`src/sha1_pkg.sv`:
```
// ----------------------------------------------------------------------------
// SHA-1 package
// Round constants, initial chaining values and rotate helpers.
// ----------------------------------------------------------------------------
`default_nettype none

package sha1_pkg;

    localparam int NUM_WORDS  = 5;
    localparam int BLK_WORDS  = 16;
    localparam int NUM_ROUNDS = 80;

    localparam logic [31:0] K_R0 = 32'h5A827999;
    localparam logic [31:0] K_R1 = 32'h6ED9EBA1;
    localparam logic [31:0] K_R2 = 32'h8F1BBCDC;
    localparam logic [31:0] K_R3 = 32'hCA62C1D6;

    localparam logic [7:0] PAD_BYTE = 8'h80;

    typedef logic [31:0] t_word;

    localparam t_word H_INIT [NUM_WORDS] = '{
        32'h67452301, 32'hEFCDAB89, 32'h98BADCFE, 32'h10325476, 32'hC3D2E1F0
    };

    function automatic t_word rotl1(input t_word x);
        return {x[30:0], x[31]};
    endfunction

    function automatic t_word rotl5(input t_word x);
        return {x[26:0], x[31:27]};
    endfunction

    function automatic t_word rotl30(input t_word x);
        return {x[1:0], x[31:2]};
    endfunction

endpackage

`default_nettype wire

```
`src/sha1_stream_hasher_unit.sv`:
```
// ----------------------------------------------------------------------------
// SHA-1 stream hasher
// Byte-serial SHA-1 with one compression round per cycle and a shifting
// 16-word message schedule.
// ----------------------------------------------------------------------------
// Each byte is stored in the idle state; a byte that fills a block starts
// 80 rounds on the single shared round unit, then one chaining add.
// End item: one pad step, then one or two final blocks (a second one after
// a length-load step), then five digest transfers.
// No new byte is accepted while a block is hashed or the digest is sent.
// Reset: synchronous, active low; chaining words reload h0 to h4.
// ----------------------------------------------------------------------------
`default_nettype none

module sha1_stream_hasher_unit
    import sha1_pkg::*;
(
    input  wire logic        i_clk,
    input  wire logic        i_rst_n,
    input  wire logic        i_valid,
    output logic             o_ready,
    input  wire logic [7:0]  i_data_byte,
    input  wire logic        i_has_byte,
    input  wire logic        i_last_byte,
    output logic             o_valid,
    input  wire logic        i_ready,
    output logic [2:0]       o_word_index,
    output logic [31:0]      o_digest_word,
    output logic             o_last_word
);

    localparam logic [2:0] S_IDLE  = 3'd0;
    localparam logic [2:0] S_PAD   = 3'd1;
    localparam logic [2:0] S_LEN   = 3'd2;
    localparam logic [2:0] S_ROUND = 3'd3;
    localparam logic [2:0] S_ADD   = 3'd4;
    localparam logic [2:0] S_OUT   = 3'd5;

    localparam logic [6:0] LAST_ROUND = 7'(NUM_ROUNDS - 1);
    localparam logic [2:0] LAST_IDX   = 3'(NUM_WORDS - 1);

    logic [2:0]  r_state;
    logic [2:0]  r_ret;
    logic [6:0]  r_round;
    logic [5:0]  r_fill;
    logic [60:0] r_msg;
    logic [2:0]  r_oidx;
    t_word       r_chain [NUM_WORDS];
    t_word       r_a, r_b, r_c, r_d, r_e;
    t_word       r_w [BLK_WORDS];

    t_word       n_a;
    t_word       n_sched;
    t_word       f_val;
    t_word       k_val;
    logic [63:0] bit_len;
    logic        accept_in;
    logic        blk_full;

    assign accept_in = i_valid && o_ready;
    assign blk_full  = i_has_byte && (r_fill == 6'd63);
    assign bit_len   = {r_msg, 3'b000};

    always_comb begin
        priority if (r_round < 7'd20) begin
            f_val = (r_b & r_c) | (~r_b & r_d);
            k_val = K_R0;
        end else if (r_round < 7'd40) begin
            f_val = r_b ^ r_c ^ r_d;
            k_val = K_R1;
        end else if (r_round < 7'd60) begin
            f_val = (r_b & r_c) | (r_b & r_d) | (r_c & r_d);
            k_val = K_R2;
        end else begin
            f_val = r_b ^ r_c ^ r_d;
            k_val = K_R3;
        end
    end

    assign n_a     = rotl5(r_a) + f_val + r_e + k_val + r_w[0];
    assign n_sched = rotl1(r_w[13] ^ r_w[8] ^ r_w[2] ^ r_w[0]);

    always_ff @(posedge i_clk) begin
        if (!i_rst_n) begin
            r_state <= S_IDLE;
            r_ret   <= S_IDLE;
            r_round <= '0;
            r_fill  <= '0;
            r_msg   <= '0;
            r_oidx  <= '0;
            r_a     <= '0;
            r_b     <= '0;
            r_c     <= '0;
            r_d     <= '0;
            r_e     <= '0;
            for (int i = 0; i < NUM_WORDS; i++) begin
                r_chain[i] <= H_INIT[i];
            end
        end else begin
            unique case (r_state)
                S_IDLE: begin
                    if (accept_in) begin
                        if (i_has_byte) begin
                            unique case (r_fill[1:0])
                                2'd0: r_w[r_fill[5:2]]        <= {i_data_byte, 24'h0};
                                2'd1: r_w[r_fill[5:2]][23:16] <= i_data_byte;
                                2'd2: r_w[r_fill[5:2]][15:8]  <= i_data_byte;
                                2'd3: r_w[r_fill[5:2]][7:0]   <= i_data_byte;
                            endcase
                            r_fill <= r_fill + 6'd1;
                            r_msg  <= r_msg + 61'd1;
                        end
                        if (blk_full) begin
                            r_state <= S_ROUND;
                            r_ret   <= i_last_byte ? S_PAD : S_IDLE;
                            r_round <= '0;
                            r_a <= r_chain[0];
                            r_b <= r_chain[1];
                            r_c <= r_chain[2];
                            r_d <= r_chain[3];
                            r_e <= r_chain[4];
                        end else if (i_last_byte) begin
                            r_state <= S_PAD;
                        end
                    end
                end
                S_PAD: begin
                    unique case (r_fill[1:0])
                        2'd0: r_w[r_fill[5:2]] <= {PAD_BYTE, 24'h0};
                        2'd1: r_w[r_fill[5:2]][23:0] <= {PAD_BYTE, 16'h0};
                        2'd2: r_w[r_fill[5:2]][15:0] <= {PAD_BYTE, 8'h0};
                        2'd3: r_w[r_fill[5:2]][7:0]  <= PAD_BYTE;
                    endcase
                    for (int j = 0; j < BLK_WORDS; j++) begin
                        if (4'(j) > r_fill[5:2]) begin
                            r_w[j] <= '0;
                        end
                    end
                    if (r_fill[5:3] == 3'b111) begin
                        r_ret <= S_LEN;
                    end else begin
                        r_ret <= S_OUT;
                        r_w[BLK_WORDS-2] <= bit_len[63:32];
                        r_w[BLK_WORDS-1] <= bit_len[31:0];
                    end
                    r_fill  <= '0;
                    r_state <= S_ROUND;
                    r_round <= '0;
                    r_a <= r_chain[0];
                    r_b <= r_chain[1];
                    r_c <= r_chain[2];
                    r_d <= r_chain[3];
                    r_e <= r_chain[4];
                end
                S_LEN: begin
                    for (int j = 0; j < BLK_WORDS - 2; j++) begin
                        r_w[j] <= '0;
                    end
                    r_w[BLK_WORDS-2] <= bit_len[63:32];
                    r_w[BLK_WORDS-1] <= bit_len[31:0];
                    r_ret   <= S_OUT;
                    r_state <= S_ROUND;
                    r_round <= '0;
                    r_a <= r_chain[0];
                    r_b <= r_chain[1];
                    r_c <= r_chain[2];
                    r_d <= r_chain[3];
                    r_e <= r_chain[4];
                end
                S_ROUND: begin
                    r_a <= n_a;
                    r_b <= r_a;
                    r_c <= rotl30(r_b);
                    r_d <= r_c;
                    r_e <= r_d;
                    for (int j = 0; j < BLK_WORDS - 1; j++) begin
                        r_w[j] <= r_w[j+1];
                    end
                    r_w[BLK_WORDS-1] <= n_sched;
                    r_round <= r_round + 7'd1;
                    if (r_round == LAST_ROUND) begin
                        r_state <= S_ADD;
                    end
                end
                S_ADD: begin
                    r_chain[0] <= r_chain[0] + r_a;
                    r_chain[1] <= r_chain[1] + r_b;
                    r_chain[2] <= r_chain[2] + r_c;
                    r_chain[3] <= r_chain[3] + r_d;
                    r_chain[4] <= r_chain[4] + r_e;
                    r_round <= '0;
                    r_state <= r_ret;
                end
                S_OUT: begin
                    if (i_ready) begin
                        if (r_oidx == LAST_IDX) begin
                            r_oidx  <= '0;
                            r_msg   <= '0;
                            r_state <= S_IDLE;
                            for (int i = 0; i < NUM_WORDS; i++) begin
                                r_chain[i] <= H_INIT[i];
                            end
                        end else begin
                            r_oidx <= r_oidx + 3'd1;
                        end
                    end
                end
                default: begin
                    r_state <= S_IDLE;
                end
            endcase
        end
    end

    assign o_ready       = (r_state == S_IDLE);
    assign o_valid       = (r_state == S_OUT);
    assign o_word_index  = r_oidx;
    assign o_digest_word = r_chain[r_oidx];
    assign o_last_word   = (r_oidx == LAST_IDX);

endmodule

`default_nettype wire

```
`config.mk`:
```
export PLATFORM = sky130hd
export DESIGN_NAME = sha1_stream_hasher_unit
export DESIGN_NICKNAME = d
export VERILOG_FILES = /design/src/sha1_pkg.sv /design/src/sha1_stream_hasher_unit.sv
export SDC_FILE = /design/constraint.sdc
export NUM_CORES = 2
export LEC_CHECK = 0
export BUFFER_PORTS_ARGS = -buffer_cell sky130_fd_sc_hd__buf_2
export CELL_PAD_IN_SITES_DETAIL_PLACEMENT = 1
export CELL_PAD_IN_SITES_GLOBAL_PLACEMENT = 1
export CORE_AREA = 2 2 299 330
export DETAILED_ROUTE_END_ITERATION = 16
export DIE_AREA = 0 0 301 332
export PLACE_DENSITY_LB_ADDON = 0.1
export REMOVE_ABC_BUFFERS = 1
export SLEW_MARGIN = 0
export SYNTH_ARGS = -nofsm -noshare
export SYNTH_HDL_FRONTEND = slang
export SYNTH_SLANG_ARGS = --single-unit
```
`constraint.sdc`:
```
create_clock -name i_clk -period 8.3 [get_ports i_clk]
set_input_delay 0.83 -clock i_clk [delete_from_list [all_inputs] [get_ports i_clk]]
set_output_delay 0.83 -clock i_clk [all_outputs]
set_load 0.01 [all_outputs]
```
# Yosys cells after proc, flatten, opt, wreduce, memory -nomap -nowiden
# Memory sizes are Yosys's and may differ from the RTL's. A register that Yosys moved wholly into a read port is not among the register bits.
# Cells that the tools add are included.
[word_totals]
ff_bits = 243
n_memories = 2
mem_bits_rw = 672
in_bits = 14
[classes]
n_reduce_logical = 19
bitwise_logic = 70
n_addsub = 13
n_mux = 226
eq_ne = 19
n_lt_le_gt_ge = 19
[mem_list]
columns = ["memory", "depth", "width", "rd", "rd_clocked_by_memory_dff", "wr", "line_no", "rtl"]
rows = [
  ["r_w", 16, 32, 16, 0, 16, "sha1_stream_hasher_unit.sv:50", "t_word r_w [BLK_WORDS];"],
  ["r_chain", 5, 32, 6, 1, 5, "sha1_stream_hasher_unit.sv:48", "t_word r_chain [NUM_WORDS];"],
]
[op_table]
columns = ["cell", "count"]
rows = [
  ["two-way mux 32 bit", 60],
  ["one-hot mux 32 bit (3 select lines)", 5],
  ["adder 32 bit", 9],
  ["two-way mux 61 bit", 4],
  ["XOR 32 bit", 5],
  ["AND 32 bit", 4],
  ["one-hot mux 61 bit (2 select lines)", 1],
  ["two-way mux 1 bit", 120],
  ["two-way mux 8 bit", 13],
  ["OR 32 bit", 3],
  ["adder 61 x 1 -> 61 bit (second input constant)", 1],
  ["OR 1 bit", 57],
  ["two-way mux 3 bit", 12],
  ["> comparator 4 bit (first input constant)", 8],
  ["NOT 32 bit", 1],
  ["OR reduction 32 bit", 1],
  ["two-way mux 31 bit", 1],
  ["one-hot mux 7 bit (3 select lines)", 1],
  ["> comparator 3 x 4 -> 1 bit (first input constant)", 4],
  ["one-hot mux 3 bit (5 select lines)", 1],
  ["less-than comparator 7 x 6 -> 1 bit (second input constant)", 2],
  ["two-way mux 7 bit", 2],
  ["== test 3 bit (second input constant)", 4],
  ["two-way mux 6 bit", 2],
  ["28 further kinds", 45],
]

# Longest topological paths before layout
[depth]
depth_word = 13
mapped_depth = 25
ltp_nobuf = 23

# Worst setup path after synthesis
# Ideal clock, no wire load.
[synth_path]
path_type = "reg-to-reg"
startpoint = "register r_round[4]"
endpoint = "register r_a[21]"
n_path_buf = 1
setup_slack_ns = 2.744
synth_period_minus_slack_ns = 5.556
t_arrival_ns = 5.486
stages_incl_launch_ff = 24
path_cell_list = "dfxtp_1 -> clkbuf_1 -> a41oi_1 -> nand2_1 -> nand2_1 -> clkinv_1 -> a221oi_1 -> fa_1 -> fa_1 -> fa_1 -> inv_1 -> ha_1 -> inv_1 -> fa_1 -> nor2b_1 -> o31a_1 -> o21a_1 -> a2111o_1 -> nand2b_1 -> a21boi_1 -> o41ai_1 -> xnor2_1 -> o221ai_1 -> a21boi_1"
[synth_via]
elab_chain_cells = 9
elab_cells_between_ends = 14
classes_between = "add/sub (4); order compare (3); mux (7)"
[synth_rtl]
columns = ["element", "line_no", "rtl"]
rows = [
  ["from (decl)", "sha1_stream_hasher_unit.sv:44", "logic [6:0] r_round;"],
  ["from (signal assigned)", "sha1_stream_hasher_unit.sv:180", "r_round <= r_round + 7'd1;"],
  ["less-than comparator 7 x 6 -> 1 bit", "sha1_stream_hasher_unit.sv:71", "end else if (r_round < 7'd60) begin"],
  ["two-way mux 32 bit", "sha1_stream_hasher_unit.sv:71", ""],
  ["two-way mux 32 bit", "sha1_stream_hasher_unit.sv:68", "end else if (r_round < 7'd40) begin"],
  ["two-way mux 32 bit", "sha1_stream_hasher_unit.sv:65", "priority if (r_round < 7'd20) begin"],
  ["adder 32 bit (2 in series)", "sha1_stream_hasher_unit.sv:80", "assign n_a = rotl5(r_a) + f_val + r_e + k_val + r_w[0];"],
  ["adder 32 bit (*) (2 in series)", "sha1_stream_hasher_unit.sv:80", ""],
  ["one-hot mux 32 bit (3 select lines) (*)", "sha1_stream_hasher_unit.sv:100", "unique case (r_state)"],
  ["to (signal assigned)", "sha1_stream_hasher_unit.sv:117", "r_a <= r_chain[0];"],
  ["to (signal assigned)", "sha1_stream_hasher_unit.sv:149", "r_a <= r_chain[0];"],
  ["to (signal assigned)", "sha1_stream_hasher_unit.sv:164", "r_a <= r_chain[0];"],
  ["to (decl)", "sha1_stream_hasher_unit.sv:49", "t_word r_a, r_b, r_c, r_d, r_e;"],
]
# Mark *: on every way between the ends. The rest lies on a longest branch, timed or not.
# A chain may end at the register's enable or synchronous reset.

# Worst setup path in the final report
[layout_path]
startpoint = "register r_round[4]"
endpoint = "register r_a[31]"
# Same word-level chain as after synthesis.

==> impl_metrics.toml <==
[status]
status = "finished, final reports clean"

[sta]
setup_viol = 0
period_needed_ns = 7.10
fin_crit_sh = 0.856
hold_violations = 0
timing.fmax_mhz = 141
final-max-slew-violation-count = 0
tightest_slew_ns = 1.45
maxSlewHeadroom = 0.0319
tns_ns = 0
rsz0062_at_grt = "no"
fin_skew_ns = 0.0446

[critical_path]
crit_fanout = 18
cpLargestDelayFamily = "compound AO/OA/AOI/OAI gates"
start_kind = "register"
slowest_delay_ns = 0.59
cp.required_ns = 8.82
end_kind = "register"
crit_buf_inv = 6
cp_slowest_cell = "fa_1"
crit_type = "reg2reg"
crit_path_frequent_cell = "fa_1"
arrival_ns = 7.63

[cts]
cts_tree = "built"
htreeDepth = 3
clk_latency_ns = 0.72
cts_resized = 0
clockBufferDepth = 3
cts.reportedPaths.clkPinSlew_ns = 0.06
numCtsBuffers = 100
post_cts_buffers = 0
hold_buffers = 0
root_buffer = "clkbuf_16"
cts_sinks = 918

[detailed_routing]
viasPerCell = 6.40
ant_nets = 0
drt_wl_total_microns = 179000
drt_pass1_iterations = 6
first_iter_violations = 3591
via_count = 41800
wl_per_cell_microns = 27.4
route.detailed.drc = 0

[power_and_ir_drop]
leakage_uw = 0.0249
total_power_uw = 25900
vdd_drop_max_mv = 0.473
power_density_mw_per_mm2 = 450

[synthesis]
synth.most_common_cell = "nand2_1"
synth_area_leaders = "edfxtp_1 (36%), dfxtp_1 (11%), nand2_1 (5.9%)"
synth_area_per_cell_sq_um = 10.1
synth_area_sq_mm = 0.0527
synth_cell_type_count = 89
synth_top_area_cell = "edfxtp_1"
yosysWarnings = 0
yosysSeqAreaShare = 0.470
syn_inst = 5209
async_flop_share = 0
ys_ff_latch = 918
synth_top_area_frac = 0.364
netlist_top_cells_count = "nand2_1 (824), edfxtp_1 (640), o21ai_0 (348)"
synth_edf_count = 640
ys.flop_type = "edfxtp_1"

[global_routing]
grt_max_degree = 230
grt_pass1_vias = 43100
antenna_found_initial = 0
grt_use_total = 0.358
grt_overflow_total = 0
grt_first_pass_wirelength_microns = 271000

[die]
core-area_sq_mm = 0.0968
fp.dieH_microns = 332
start_util = 0.545
io-pin-count = 52
num_rows = 120
die_w_microns = 301
dieArea_sq_mm = 0.0999

[cells_and_area]
drive_gt1_frac = 0.0808
fillers = 10500
layout.nets = 5499
syn2layout_area_growth_pct = 9.18
regArea_sq_mm = 0.0248
multi_input_area_sq_mm = 0.0259

[run]
maxCapViolCount = 0

[placement]
gp_congestion = 0.935
hpwl_microns = 127000
portBuffers = 51

[min_path]
min_path_type = "reg2reg"
-- registers in the layout, summed over array words and instances, names as in the netlist, named ones only --
| signal | count |
|---|---|
| r_a | 32 |
| r_state | 3 |
| r_d | 32 |
| r_fill | 6 |
| r_b | 32 |
| r_w | 512 |
| o_word_index | 3 |
| r_e | 32 |
| r_round | 7 |
| r_ret | 3 |
| r_c | 32 |
| r_chain | 160 |
| r_msg | 61 |
-- worst paths after layout --
check	from	end	slack, ns	depth (start not counted)
max reg2reg	r_round[4]$_SDFFE_PN0P_	r_a[31]$_SDFFE_PN0P_	1.20	25
max	r_round[4]$_SDFFE_PN0P_	r_a[31]$_SDFFE_PN0P_	1.20	25
min reg2reg	r_msg[59]$_SDFFE_PN0P_	r_msg[59]$_SDFFE_PN0P_	0.51	2
min	r_msg[59]$_SDFFE_PN0P_	r_msg[59]$_SDFFE_PN0P_	0.51	2
-- layout make-up --
type | instances | share of cell area
antenna | 1 | 0.0000435
clock buffer | 134 | 0.0479
clock inverter | 56 | 0.00956
inverter | 273 | 0.0178
multi-input combinational | 3727 | 0.449
sequential | 918 | 0.431
tap | 1281 | 0.0278
timing repair buffer | 139 | 0.0169
-- cells in the final DEF (no fill, tap or decap), types with 20 or more instances in the layout --
| cell type | netlist | final |
|---|---|---|
| a211oi_1 | 36 | 36 |
| a21o_1 | 238 | 237 |
| a21oi_1 | 227 | 227 |
| a22oi_1 | 69 | 69 |
| a31oi_1 | 21 | 21 |
| and2_1 | 28 | 26 |
| and3_1 | 23 | 21 |
| buf_2 | 6 | 50 |
| buf_4 | 1 | 84 |
| clkbuf_1 | 268 | 21 |
| clkbuf_16 | 0 | 100 |
| clkinv_1 | 3 | 20 |
| dfxtp_1 | 278 | 275 |
| edfxtp_1 | 640 | 640 |
| fa_1 | 125 | 125 |
| ha_1 | 201 | 201 |
| inv_1 | 270 | 270 |
| mux2_2 | 37 | 37 |
| mux2i_1 | 54 | 54 |
| mux4_2 | 32 | 32 |
| nand2_1 | 824 | 821 |
| nand2b_1 | 38 | 38 |
| nand3_1 | 164 | 163 |
| nand4_1 | 32 | 32 |
| nor2_1 | 311 | 309 |
| nor2b_1 | 48 | 48 |
| nor3_1 | 57 | 57 |
| o211a_1 | 140 | 140 |
| o211ai_1 | 48 | 48 |
| o21a_1 | 32 | 32 |
| o21ai_0 | 348 | 328 |
| o21ai_1 | 5 | 25 |
| o21bai_1 | 23 | 23 |
| or3_1 | 29 | 29 |
| xnor2_1 | 189 | 189 |
| xor2_1 | 105 | 105 |
-- cell families after synthesis --
family                     after synthesis  share of synthesized area
adders and majority gates              326                     0.0951
muxes                                  123                     0.0318
DFF                                    918                      0.470
AOI/OAI and AO/OA                     1369                      0.178
xor gates and xnor gates               294                     0.0488
buffers and inverters                  564                     0.0405
and+or+nand+nor                       1615                      0.135
-- stage by stage --
step	setup slack [ns]	hold WS [ns]	instances	cell area (sq um)	util
2_1_floorplan	-3.40	0.458	4918	51600	-
3_3_place_gp	1.54	0.476	6338	54300	0.560
3_5_place_dp	1.36	0.501	6338	54300	0.560
4_1_cts	1.27	0.482	6528	57600	0.595
5_1_grt	0.900	0.530	6528	57600	0.595
6_report	1.20	0.508	6529	57600	0.595
-- tightest hold or removal path: cells and delay by family, from the launching register on --
family          cells  cell delay, ns
flops               1            0.33
compound gates      2            0.14
-- metal layers --
| metal | share of wire | GRT usage | up-vias |
|---|---|---|---|
| met5 | 0 | 0 | - |
| met3 | 0.057 | 0.0405 | 373 |
| met4 | 0.053 | 0.176 | 0 |
| li1 | - | - | 18600 |
| met2 | 0.49 | 0.603 | 1461 |
| met1 | 0.40 | 0.458 | 21300 |
-- where the power goes --
group | internal, uW | switching [uW] | leakage (uW)
Clock | 2570 | 2010 | 0.00161
Combinational | 5220 | 8500 | 0.0150
Sequential | 6370 | 1220 | 0.00825
(Power assumes the default switching activity.)
